$ cat src/priority_task_scheduler_unit_macros.svh
// ----------------------------------------------------------------------------
// Priority task scheduler assertion macros
// Concurrent assertion wrappers, empty when SYNTHESIS is defined.
// ----------------------------------------------------------------------------
`ifndef PRIORITY_TASK_SCHEDULER_UNIT_MACROS_SVH
`define PRIORITY_TASK_SCHEDULER_UNIT_MACROS_SVH

`ifndef SYNTHESIS
`define PTS_ASSERT(label, clk, rst, prop, msg) \
  label: assert property (@(posedge clk) disable iff (rst) prop) else $error(msg);
`define PTS_ASSERT_ALWAYS(label, clk, prop, msg) \
  label: assert property (@(posedge clk) prop) else $error(msg);
`else
`define PTS_ASSERT(label, clk, rst, prop, msg)
`define PTS_ASSERT_ALWAYS(label, clk, prop, msg)
`endif

`endif

$ cat src/pts_pkg.sv
// ----------------------------------------------------------------------------
// Priority task scheduler package
// Event codes, sequencer states and default sizing.
// ----------------------------------------------------------------------------
package pts_pkg;

  localparam int MAX_TASKS_DEF = 8;

  typedef enum logic [2:0] {
    FN_CREATE    = 3'd0,
    FN_DELAY     = 3'd1,
    FN_TICK      = 3'd2,
    FN_START     = 3'd3,
    FN_ISR_ENTER = 3'd4,
    FN_ISR_EXIT  = 3'd5
  } func_t;

  typedef enum logic [1:0] {
    ST_IDLE,
    ST_PASS,
    ST_TICK
  } state_t;

endpackage

$ cat src/priority_task_scheduler_unit.sv
// Create, isr enter/exit without a pass, full-table create and unused codes give
//   done in the cycle after the transfer; a scheduling pass or a tick gives done
//   after the walk over all created tasks has ended. The task table is walked one
//   entry a cycle.
// busy falls in the cycle that carries done, so the next transfer may be accepted there;
//   events without a walk transfer every cycle. The receiver cannot stall the result.
// rst clears control state and ready flags; priority and delay stores are not cleared.
// ----------------------------------------------------------------------------
// Priority task scheduler
// Task table with priorities, ready flags and delay counters; a shared
// walker selects the best ready task and counts down delays on each tick.
// ----------------------------------------------------------------------------
`include "priority_task_scheduler_unit_macros.svh"

module priority_task_scheduler_unit
  import pts_pkg::*;
#(
  parameter int MAX_TASKS = MAX_TASKS_DEF
) (
  input  logic        clk,
  input  logic        rst,
  input  logic        start,
  output logic        busy,
  input  logic [2:0]  func,
  input  logic [7:0]  task_priority,
  input  logic [15:0] delay_ticks,
  output logic        done,
  output logic [2:0]  running_task,
  output logic        rescheduled,
  output logic        table_full,
  output logic [15:0] tick_total
);

  localparam int IW = $clog2(MAX_TASKS);
  localparam int CW = $clog2(MAX_TASKS + 1);

  state_t state, state_next;

  logic [7:0]           prio_mem [MAX_TASKS];
  logic [15:0]          dly_mem  [MAX_TASKS];
  logic [MAX_TASKS-1:0] ready_flags;
  logic [CW-1:0]        used_entries;
  logic [IW-1:0]        current_index;
  logic                 started;
  logic [7:0]           nest_depth;
  logic [15:0]          tick_counter;

  logic [CW-1:0] walk_cnt;
  logic          eval_vld;
  logic [IW-1:0] eval_idx;
  logic [7:0]    prio_rd;
  logic [15:0]   dly_rd;
  logic [7:0]    best_prio;
  logic [IW-1:0] best_idx;

  logic          accept, walking, issue, finish;
  logic          is_full, do_create, do_delay, go_pass, go_tick;
  logic          dly_we;
  logic [IW-1:0] dly_wa;
  logic [15:0]   dly_wd;

  assign busy         = (state != ST_IDLE);
  assign running_task = 3'(current_index);
  assign tick_total   = tick_counter;

  always_ff @(posedge clk) begin
    if (rst) begin
      state <= ST_IDLE;
    end else begin
      state <= state_next;
    end
  end

  always_comb begin
    accept    = start && (state == ST_IDLE);
    walking   = (state != ST_IDLE);
    issue     = walking && (walk_cnt != used_entries);
    finish    = walking && (walk_cnt == used_entries) && !eval_vld;
    is_full   = 1'b0;
    do_create = 1'b0;
    do_delay  = 1'b0;
    go_pass   = 1'b0;
    go_tick   = 1'b0;
    unique case (func_t'(func))
      FN_CREATE: begin
        if (used_entries == CW'(MAX_TASKS)) begin
          is_full = 1'b1;
        end else begin
          do_create = 1'b1;
          go_pass   = started;
        end
      end
      FN_DELAY: begin
        do_delay = 1'b1;
        go_pass  = 1'b1;
      end
      FN_TICK:      go_tick = 1'b1;
      FN_START:     go_pass = 1'b1;
      FN_ISR_ENTER: go_pass = 1'b0;
      FN_ISR_EXIT:  go_pass = (nest_depth == 8'd1);
      default:      go_pass = 1'b0;
    endcase

    state_next = state;
    unique case (state)
      ST_IDLE: begin
        if (accept && go_pass) begin
          state_next = ST_PASS;
        end else if (accept && go_tick) begin
          state_next = ST_TICK;
        end
      end
      ST_PASS, ST_TICK: begin
        if (finish) begin
          state_next = ST_IDLE;
        end
      end
      default: state_next = ST_IDLE;
    endcase

    dly_we = 1'b0;
    dly_wa = eval_idx;
    dly_wd = dly_rd - 16'd1;
    if (accept && do_create) begin
      dly_we = 1'b1;
      dly_wa = used_entries[IW-1:0];
      dly_wd = 16'd0;
    end else if (accept && do_delay) begin
      dly_we = 1'b1;
      dly_wa = current_index;
      dly_wd = delay_ticks;
    end else if ((state == ST_TICK) && eval_vld && (dly_rd != 16'd0)) begin
      dly_we = 1'b1;
    end
  end

  always_ff @(posedge clk) begin
    if (accept && do_create) begin
      prio_mem[used_entries[IW-1:0]] <= task_priority;
    end
    prio_rd <= prio_mem[walk_cnt[IW-1:0]];
  end

  always_ff @(posedge clk) begin
    if (dly_we) begin
      dly_mem[dly_wa] <= dly_wd;
    end
    dly_rd <= dly_mem[walk_cnt[IW-1:0]];
  end

  always_ff @(posedge clk) begin
    eval_idx <= walk_cnt[IW-1:0];
    if ((state == ST_PASS) && eval_vld) begin
      if (eval_idx == '0) begin
        best_prio <= prio_rd;
        best_idx  <= '0;
      end else if (ready_flags[eval_idx] && (prio_rd < best_prio)) begin
        best_prio <= prio_rd;
        best_idx  <= eval_idx;
      end
    end else if (accept) begin
      best_idx <= '0;
    end
  end

  always_ff @(posedge clk) begin
    if (rst) begin
      ready_flags   <= '0;
      used_entries  <= '0;
      current_index <= '0;
      started       <= 1'b0;
      nest_depth    <= '0;
      tick_counter  <= '0;
      walk_cnt      <= '0;
      eval_vld      <= 1'b0;
      done          <= 1'b0;
      rescheduled   <= 1'b0;
      table_full    <= 1'b0;
    end else begin
      done     <= (accept && !go_pass && !go_tick) || finish;
      eval_vld <= issue;
      if (accept) begin
        walk_cnt    <= '0;
        rescheduled <= go_pass;
        table_full  <= is_full;
        unique case (func_t'(func))
          FN_CREATE: begin
            if (do_create) begin
              ready_flags[used_entries[IW-1:0]] <= 1'b1;
              used_entries <= used_entries + CW'(1);
            end
          end
          FN_DELAY:  ready_flags[current_index] <= 1'b0;
          FN_TICK:   tick_counter <= tick_counter + 16'd1;
          FN_START:  started <= 1'b1;
          FN_ISR_ENTER: begin
            if (nest_depth != 8'hFF) begin
              nest_depth <= nest_depth + 8'd1;
            end
          end
          FN_ISR_EXIT: begin
            if (nest_depth != 8'd0) begin
              nest_depth <= nest_depth - 8'd1;
            end
          end
          default: started <= started;
        endcase
      end else if (issue) begin
        walk_cnt <= walk_cnt + CW'(1);
      end
      if ((state == ST_TICK) && eval_vld && (dly_rd == 16'd1)) begin
        ready_flags[eval_idx] <= 1'b1;
      end
      if ((state == ST_PASS) && finish) begin
        current_index <= best_idx;
      end
    end
  end

  `PTS_ASSERT(a_accept_progress, clk, rst, (start && !busy) |=> (busy || done), "lost transfer")
  `PTS_ASSERT(a_used_bound, clk, rst, used_entries <= CW'(MAX_TASKS), "task count too large")
  `PTS_ASSERT(a_current_valid, clk, rst, (current_index == '0) || (CW'(current_index) < used_entries), "bad task")
  `PTS_ASSERT(a_eval_in_walk, clk, rst, eval_vld |-> busy, "evaluation outside a walk")
  `PTS_ASSERT(a_full_no_pass, clk, rst, done |-> !(table_full && rescheduled), "refused create ran a pass")

endmodule

$ cat config.mk
export PLATFORM = sky130hd
export DESIGN_NAME = priority_task_scheduler_unit
export DESIGN_NICKNAME = d
export VERILOG_FILES = /design/src/pts_pkg.sv /design/src/priority_task_scheduler_unit.sv
export VERILOG_INCLUDE_DIRS = /design/src /design/src/src
export SDC_FILE = /design/constraint.sdc
export NUM_CORES = 1
export LEC_CHECK = 0
export ABC_CLOCK_PERIOD_IN_PS = 3700
export BUFFER_PORTS_ARGS = -buffer_cell sky130_fd_sc_hd__buf_4
export CORE_UTILIZATION = 40
export CTS_CLUSTER_DIAMETER = 100
export DETAILED_ROUTE_END_ITERATION = 10
export MAX_ROUTING_LAYER = met4
export PLACE_DENSITY = 0.61
export RECOVER_POWER = 100
export SLEW_MARGIN = 20
export SYNTH_ARGS = -nofsm -noshare
export SYNTH_HDL_FRONTEND = slang
export SYNTH_SLANG_ARGS = --single-unit
$ cat constraint.sdc
create_clock -name clk -period 3.7 [get_ports clk]
set_input_delay 0.555 -clock clk [delete_from_list [all_inputs] [get_ports clk]]
set_output_delay 0.555 -clock clk [all_outputs]
set_load 0.005 [all_outputs]
==> impl_metrics.env, run 1 <==
export IMPL_status="finished, violations left"
export IMPL_violations="capacitance limit, slew limit"
export IMPL_grt_pass1_wl_um=36200
export IMPL_slew_violations=28
export IMPL_worstPathRequired_ns=3.93
export IMPL_drt_vias_per_instance=5.21
export IMPL_place_ws_ns=0.538
export IMPL_synth_edff_count=203
export IMPL_numCtsBuffers=29
export IMPL_max_cap_violations=1
export IMPL_ys_async_sr_fraction_pct=0
export IMPL_hold_viol=0
export IMPL_drt_initial_drc_count=426
export IMPL_r2r_cells=7
export IMPL_crit_type="reg2reg"
export IMPL_ys_ff_latch=279
export IMPL_overflow=0
export IMPL_crit_cells=7
export IMPL_cp_end_kind="register"
export IMPL_floorplan_initialDensity_pct=40.6
export IMPL_synthTopCellsByArea="edfxtp_1 52%, dfxtp_1 13%, mux4_2 9.3%"
export IMPL_hpwl_um=14800
export IMPL_n_antenna_cell=0
export IMPL_yosysSeqAreaShare_pct=65.5
export IMPL_max_freq_mhz=302
export IMPL_synth_cell_types=53
export IMPL_clock_latency_ns=0.55
export IMPL_dr_pass1_iters=4
export IMPL_clock_tree_root_cell="clkbuf_16"
export IMPL_clock_skew_ns=0.00743
export IMPL_max_slew_margin_pct=-26.9
export IMPL_synthToLayoutAreaGrowth_pct=15.7
export IMPL_num_vias=6576
export IMPL_die_area_um2=29700
export IMPL_grt_max_degree=53
export IMPL_clkTransAtPathRegs_ns=0.06
export IMPL_p_leak_nw=4.39
export IMPL_synth_top_area_share_pct=52.5
export IMPL_final_util_pct=47.0
export IMPL_drc_errors=0
export IMPL_crit_slowest_cell="and3_1"
export IMPL_grt_setup_unrepaired="no"
export IMPL_synthesis_area_um2=11600
export IMPL_tns_ns=0
export IMPL_syn_num_nets=842
export IMPL_synthMostInstantiatedCell="edfxtp_1"
export IMPL_layoutNonFillerInstCount=1261
export IMPL_antenna_found_initial=0
export IMPL_critPathTopFamily="simple AND/OR/NAND/NOR gates"
export IMPL_io_pins=53
export IMPL_holdCritPathClass="in2reg"
export IMPL_cts_tree="built"
export IMPL_holdPathStages=3
export IMPL_ir_worst_vdd_mv=0.419
export IMPL_power_total_mw=6.66
export IMPL_synthTopCellsByCount="203 x edfxtp_1, 76 x dfxtp_1, 69 x nor2_1"
export IMPL_track_usage_pct=16.5
export IMPL_drive_gt1_share_pct=21.3
export IMPL_post_route_period_util_pct=89.6
export IMPL_max_stage_delay_ns=0.75
export IMPL_path_buf_inv=2
export IMPL_worstMarginPinSlew_ns=1.90
export IMPL_syn_inst=791
export IMPL_critPathMaxFanout=21
export IMPL_ys_warnings_count=0
export IMPL_clock_path_buffers=3
export IMPL_cp_arrival_ns=3.55
export IMPL_cts_hold_buf=0
export IMPL_grt_pass1_vias=6431
export IMPL_finalWorstSetupSlack_ns=0.384
export IMPL_synth_avg_cell_area_um2=14.7
export IMPL_wl_um=23000
export IMPL_crit_chain="inv_1, ha_1, and3b_1, and3_1, o21ai_0, nor3_1, clkbuf_2"
export IMPL_startpoint_type="register"
export IMPL_gp_congestion=0.803
export IMPL_setup_viol=0
export IMPL_post_cts_buffers=0
export IMPL_row_count=62
export IMPL_ant_nets=0
export IMPL_portBuffers=52
export IMPL_p_per_area_nw_per_um2=495
export IMPL_final_nets=905
export IMPL_cts_resized=0
export IMPL_wire_per_inst_um=18.3
export IMPL_post_place_cells=1207
export IMPL_h_tree_depth=1
export IMPL_synth_area_leader_cell="edfxtp_1"
export IMPL_coreArea_um2=28600
export IMPL_ys_flop_type="edfxtp_1"
export IMPL_dieWidth_um=172
export IMPL_clkSinkCount=279
export IMPL_min_period_ns=3.32
export IMPL_die_h_um=172
-- layout make-up --
class	instances	area, um2
timing repair buffer	79	475
clock buffer	36	762
tap	384	480
inverter	21	78.8
clock inverter	18	255
fill	2509	15200
multi-input combinational	444	3770
sequential	279	7620
-- routing by layer --
metal  GRT usage (%)  wire [um]
met1            22.8      10700
met5               -          0
met3            2.61       1010
met4            3.66        490
met2            25.7      10800
-- power by group --
part           internal (mW)  total, mW  switching, mW
logic                 0.0766      0.203          0.127
registers               3.39       3.41         0.0197
clock network           1.83       3.05           1.22
total                   5.30       6.66           1.36
-- worst register-to-register path, delay by kind of cell (launching register included) --
kind                     cells  cell delay, ns
AND/OR/NAND/NOR              3            1.45
AO/OA/AOI/OAI                1            0.47
buffers and inverters        2            0.42
flip-flops                   1            0.34
adder cells (fa/ha/maj)      1            0.34
-- cell families after synthesis --
kind of cell	Yosys count	synth area share (%)
compound gates	84	4.66
xor+xnor	43	3.24
fa+ha+maj	21	2.26
buf+inv	68	2.22
flops	279	65.5
mux	82	12.5
simple gates	214	9.57
-- stage by stage --
stage               instance area, um2  hold WS [ns]
detailed placement               12600         0.422
floorplan                        11600         0.329
CTS                              13600         0.214
finish                           13400         0.318
global route                     13400         0.315
global placement                 12600         0.414
-- final timing paths --
check        startpoint             to  slack, ns
min reg2reg  prio_rd[0]   best_prio[0]       0.43
min               start    rescheduled       0.32
max            state[1]  dly_mem[4][9]       0.38
max reg2reg    state[1]  dly_mem[4][9]       0.38
-- cells in the final DEF (no fill, tap or decap), types with 9 or more instances in the layout --
| master | instances |
|---|---|
| nand3_1 | 18 |
| and3_1 | 9 |
| ha_1 | 21 |
| mux2_2 | 24 |
| or3_1 | 10 |
| o21ai_0 | 12 |
| nand2_1 | 26 |
| edfxtp_1 | 203 |
| xnor2_1 | 29 |
| a211oi_1 | 20 |
| nand4_1 | 10 |
| mux4_2 | 48 |
| xor2_1 | 14 |
| dfxtp_1 | 75 |
| nor2_1 | 69 |
| nor3_1 | 18 |
| clkbuf_4 | 20 |
| a21oi_1 | 22 |
| clkbuf_16 | 29 |
| buf_4 | 25 |
| clkbuf_1 | 32 |
| mux2i_1 | 9 |
| nand3b_1 | 9 |
| inv_1 | 21 |
-- flip-flops by register name (all words and copies together) (netlist names) --
register      count
prio_rd           8
dly_rd           16
rescheduled       1
walk_cnt          4
best_prio         8
dly_mem         128
best_idx          3
running_task      3
state             2
ready_flags       7
eval_idx          3
done              1
eval_vld          1
nest_depth        8
tick_total       16
prio_mem         64
started           1
table_full        1
used_entries      4
Note: power is estimated with default switching activity, not from simulation.
==> run 2: changes to the inputs <==
Settings changed: CELL_PAD_IN_SITES_DETAIL_PLACEMENT set to 0, CELL_PAD_IN_SITES_GLOBAL_PLACEMENT set to 1, PLACE_DENSITY 0.61 to 0.69.
==> run 2 against run 1 <==
The flow still finishes with violations (capacitance limit, slew limit). Critical path type unchanged. Core utilization shrank 0.56 points. Via count increased by 0.41%. Critical endpoint is now dly_mem[2][3]. Hold slack better by 0.020 ns. Largest cell class unchanged. Clock skew rose by 0.0041 ns.
==> impl_metrics.env, run 2 (same netlist as run 1, synthesis figures left out) <==
export IMPL_status="finished, violations left"
export IMPL_violations="capacitance limit, slew limit"
export IMPL_hpwl_um=15300
export IMPL_cp_end_kind="register"
export IMPL_critPathMaxFanout=16
export IMPL_die_h_um=172
export IMPL_post_route_period_util_pct=84.8
export IMPL_clock_latency_ns=0.54
export IMPL_cts_hold_buf=0
export IMPL_ir_worst_vdd_mv=0.295
export IMPL_clkTransAtPathRegs_ns=0.06
export IMPL_final_cell_mix="203 x edfxtp_1, 75 x dfxtp_1, 69 x nor2_1"
export IMPL_worstMarginPinSlew_ns=1.95
export IMPL_wl_um=23800
export IMPL_tns_ns=0
export IMPL_reg2reg_slack_ns=0.56
export IMPL_combPwrFrac_pct=3.2
export IMPL_startpoint_type="register"
export IMPL_antenna_found_initial=0
export IMPL_min_period_ns=3.14
export IMPL_gp_congestion=0.810
export IMPL_synthToLayoutAreaGrowth_pct=14.3
export IMPL_io_pins=53
export IMPL_h_tree_depth=1
export IMPL_r2r_cells=8
export IMPL_setup_viol=0
export IMPL_swShare_pct=20.5
export IMPL_clock_tree_root_cell="clkbuf_16"
export IMPL_max_cap_violations=1
export IMPL_internal_power_mw=4.97
export IMPL_coreArea_um2=28600
export IMPL_max_freq_mhz=319
export IMPL_holdPathStages=3
export IMPL_overflow=0
export IMPL_largest_register_ffs=128
export IMPL_max_slew_margin_pct=-29.9
export IMPL_post_cts_buffers=0
export IMPL_cp_arrival_ns=3.31
export IMPL_clkPwrFrac_pct=42.3
export IMPL_drive_gt1_share_pct=19.9
export IMPL_numCtsBuffers=29
export IMPL_row_count=62
export IMPL_clock_skew_ns=0.0115
export IMPL_cts_resized=0
export IMPL_dieWidth_um=172
export IMPL_crit_type="reg2reg"
export IMPL_grt_pass1_wl_um=37800
export IMPL_track_usage_pct=17.3
export IMPL_top_register="dly_mem"
export IMPL_crit_chain="inv_1, ha_1, and3b_1, and3_1, buf_4, o21ai_0, nor3_2, clkbuf_2"
export IMPL_drt_initial_drc_count=361
export IMPL_cts_tree="built"
export IMPL_final_nets=902
export IMPL_wire_per_inst_um=18.9
export IMPL_p_leak_nw=4.32
export IMPL_grt_max_degree=53
export IMPL_power_switching_mw=1.28
export IMPL_max_stage_delay_ns=0.45
export IMPL_crit_slowest_cell="clkbuf_2"
export IMPL_dr_pass1_iters=5
export IMPL_floorplan_initialDensity_pct=40.6
export IMPL_clock_path_buffers=3
export IMPL_n_antenna_cell=0
export IMPL_placed_cell_area_um2=12500
export IMPL_die_area_um2=29700
export IMPL_hold_viol=0
export IMPL_num_vias=6603
export IMPL_ant_nets=0
export IMPL_grt_pass1_vias=6668
export IMPL_clkSinkCount=279
export IMPL_p_per_area_nw_per_um2=471
export IMPL_worstPathRequired_ns=3.87
export IMPL_holdCritPathClass="in2reg"
export IMPL_drt_vias_per_instance=5.25
export IMPL_design_area_um2=13300
export IMPL_drc_errors=0
export IMPL_p_seq_share_pct=54.5
export IMPL_grt_setup_unrepaired="no"
export IMPL_final_common_cell="edfxtp_1"
export IMPL_slew_violations=28
export IMPL_portBuffers=52
[run 2: cell types whose count changed in the layout (fill, tap and decap cells not counted), sizes merged]
cell,delta
clkinv,-2
bufinv,-5
clkbuf,+7
inv,-1
buf,-2
[run 2: critical path, delay by kind of cell (launching register included)]
kind | cells | cell delay [ns]
and+or+nand+nor | 3 | 0.94
AOI/OAI and AO/OA | 1 | 0.31
DFF | 1 | 0.33
adders and majority gates | 1 | 0.34
buffers and inverters | 3 | 0.84
[run 2: final timing paths]
check | to | start
worst max-delay path | dly_mem[2][3] | state[1]
worst min-delay path | rescheduled | start
worst max register to register | dly_mem[2][3] | state[1]
worst min register to register | best_prio[0] | prio_rd[0]
[run 2: per-layer routing]
metal	part of all wire (%)	GRT usage, %
met1	45	23.1
met2	49	28.1
met3	4.3	2.36
met4	1.4	3.92
met5	0	-
[run 2: area by class of cell]
| type | instances | area, um2 |
|---|---|---|
| sequential | 279 | 7620 |
| fill | 2500 | 15300 |
| clock buffer | 44 | 812 |
| clock inverter | 10 | 57.6 |
| multi-input combinational | 444 | 3770 |
| tap | 384 | 480 |
| timing repair buffer | 76 | 464 |
| inverter | 21 | 78.8 |
[run 2: power groups by stage]
stage          logic, mW  registers (mW)  clock network (mW)
3_3_place_gp       0.209            3.47                   0
5_1_grt            0.225            3.41                2.85
2_1_floorplan      0.127            3.47                   0
4_1_cts            0.212            3.41                2.72
6_report           0.200            3.41                2.65
3_5_place_dp       0.211            3.47                   0
[run 2: through the flow]
stage          power, mW  setup slack (ns)  util, %  cells  hold WS (ns)
2_1_floorplan       3.59             0.345        -    791         0.329
3_3_place_gp        3.68             0.869     43.8   1204         0.411
3_5_place_dp        3.68             0.796     43.8   1204         0.416
4_1_cts             6.34             0.757     46.9   1258         0.236
5_1_grt             6.48             0.301     46.4   1258         0.330
6_report            6.26             0.562     46.4   1258         0.337
==> run 3: changes to the inputs <==
Settings changed: ABC_CLOCK_PERIOD_IN_PS 3700 to 3300.
Clock period 3.7 ns to 3.3 ns, I/O delays scaled along.
==> run 3 against run 2 <==
The flow still finishes with violations (capacitance limit, slew limit). Non-clock buffer count grew 22. Cell count up 1.7%. Largest power group unchanged. Sequential share of layout area decreased by 1.0 points. Power up 20%. Sequential power is 12% higher. Clock power increased by 31%. Critical path type unchanged. Wire length is 0.50% higher. Design area up 1.8%. Highest routed layer unchanged. Sequential cell count unchanged.
==> impl_metrics.env, run 3 (same netlist as run 1, synthesis figures left out) <==
export IMPL_status="finished, violations left"
export IMPL_violations="capacitance limit, slew limit"
export IMPL_largest_register_ffs=128
export IMPL_cp_arrival_ns=3.07
export IMPL_crit_type="reg2reg"
export IMPL_clock_path_buffers=3
export IMPL_die_h_um=172
export IMPL_grt_setup_unrepaired="no"
export IMPL_r2r_cells=9
export IMPL_dieWidth_um=172
export IMPL_p_leak_nw=4.42
export IMPL_holdCritPathClass="in2reg"
export IMPL_cts_tree="built"
export IMPL_cp_end_kind="register"
export IMPL_post_route_period_util_pct=87.9
export IMPL_crit_chain="inv_1, ha_1, nand3b_1, clkbuf_1, nor2_1, nor3_1, a31oi_1, nor3_1, clkbuf_1"
export IMPL_overflow=0
export IMPL_place_ws_ns=0.265
export IMPL_numCtsBuffers=29
export IMPL_layoutNonFillerInstCount=1280
export IMPL_n_antenna_cell=0
export IMPL_wire_per_inst_um=18.7
export IMPL_critPathTopFamily="buffers and inverters"
export IMPL_max_slew_margin_pct=-29.9
export IMPL_grt_pass1_wl_um=37700
export IMPL_final_common_cell="edfxtp_1"
export IMPL_worstPathRequired_ns=3.47
export IMPL_wl_um=23900
export IMPL_crit_slowest_cell="clkbuf_1"
export IMPL_max_stage_delay_ns=0.56
export IMPL_post_place_cells=1226
export IMPL_drt_vias_per_instance=5.24
export IMPL_cts_resized=0
export IMPL_track_usage_pct=17.2
export IMPL_clock_latency_ns=0.54
export IMPL_final_nets=924
export IMPL_ir_worst_vdd_mv=0.382
export IMPL_final_cell_mix="203 x edfxtp_1, 75 x dfxtp_1, 69 x nor2_1"
export IMPL_clkSinkCount=279
export IMPL_row_count=62
export IMPL_num_vias=6701
export IMPL_portBuffers=52
export IMPL_antenna_found_initial=0
export IMPL_clock_skew_ns=0.0104
export IMPL_drt_initial_drc_count=424
export IMPL_min_period_ns=2.90
export IMPL_die_area_um2=29700
export IMPL_hold_viol=0
export IMPL_holdPathStages=3
export IMPL_gp_congestion=0.799
export IMPL_dr_pass1_iters=6
export IMPL_critPathMaxFanout=10
export IMPL_slew_violations=28
export IMPL_coreArea_um2=28600
export IMPL_cts_hold_buf=0
export IMPL_clkTransAtPathRegs_ns=0.06
export IMPL_h_tree_depth=1
export IMPL_worstMarginPinSlew_ns=1.95
export IMPL_drc_errors=0
export IMPL_floorplan_initialDensity_pct=40.6
export IMPL_startpoint_type="register"
export IMPL_hold_ws_ns=0.267
export IMPL_crit_cells=9
export IMPL_post_cts_buffers=0
export IMPL_max_cap_violations=1
export IMPL_setup_viol=0
export IMPL_io_pins=53
export IMPL_power_total_mw=7.52
export IMPL_grt_pass1_vias=6661
export IMPL_ant_nets=0
export IMPL_clock_tree_root_cell="clkbuf_16"
export IMPL_top_register="dly_mem"
export IMPL_grt_max_degree=53
export IMPL_p_per_area_nw_per_um2=556
export IMPL_path_buf_inv=3
export IMPL_drive_gt1_share_pct=20.0
export IMPL_finalWorstSetupSlack_ns=0.401
export IMPL_hpwl_um=15600
export IMPL_synthToLayoutAreaGrowth_pct=16.4
export IMPL_max_freq_mhz=345
## run 3: cell types whose count changed in the layout (fill, tap and decap cells not counted), sizes merged
cell and change:
bufinv +6, buf +4, clkinv +3, clkinvlp +2, inv +3, clkbuf +4
## run 3: stage by stage
step                      utilization (%)  instance area [um2]  TNS (ns)
after floorplan                         -                11600     -4.21
after detailed placement             44.4                12700         0
after CTS                            48.0                13700         0
after global routing                 47.2                13500         0
after global placement               44.4                12700         0
final                                47.2                13500         0
## run 3: routing by layer
metal	vias to the layer above	GRT usage [%]	part of all wire, %
met5	-	-	0
met1	3315	23.6	46
li1	3199	-	-
met4	0	3.62	1.4
met3	28	3.09	5.6
met2	159	26.8	47
## run 3: worst paths after layout
path / startpoint / to / slack [ns]
worst min register to register: prio_rd[6] / best_prio[6] / 0.44
worst max-delay path: state[1] / dly_mem[1][4] / 0.40
worst min-delay path: start / rescheduled / 0.27
worst max register to register: state[1] / dly_mem[1][4] / 0.40
## run 3: report_power, final
group	switching, mW	leakage, nW	internal, mW
Combinational	0.152	1.47	0.0907
Clock	1.37	0.501	2.09
Sequential	0.0203	2.46	3.80
Total	1.54	4.42	5.98
## run 3: layout make-up
class | count | area [um2]
multi-input combinational | 444 | 3760
inverter | 21 | 78.8
tap | 384 | 480
clock buffer | 30 | 729
timing repair buffer | 98 | 552
sequential | 279 | 7620
clock inverter | 24 | 299
fill | 2487 | 15100
## run 3: tightest hold or removal path, delay by kind of cell
family / cells / cell delay, ns
buffers and inverters: 1 / 0.14
and+or+nand+nor: 1 / 0.07
AOI/OAI and AO/OA: 1 / 0.05
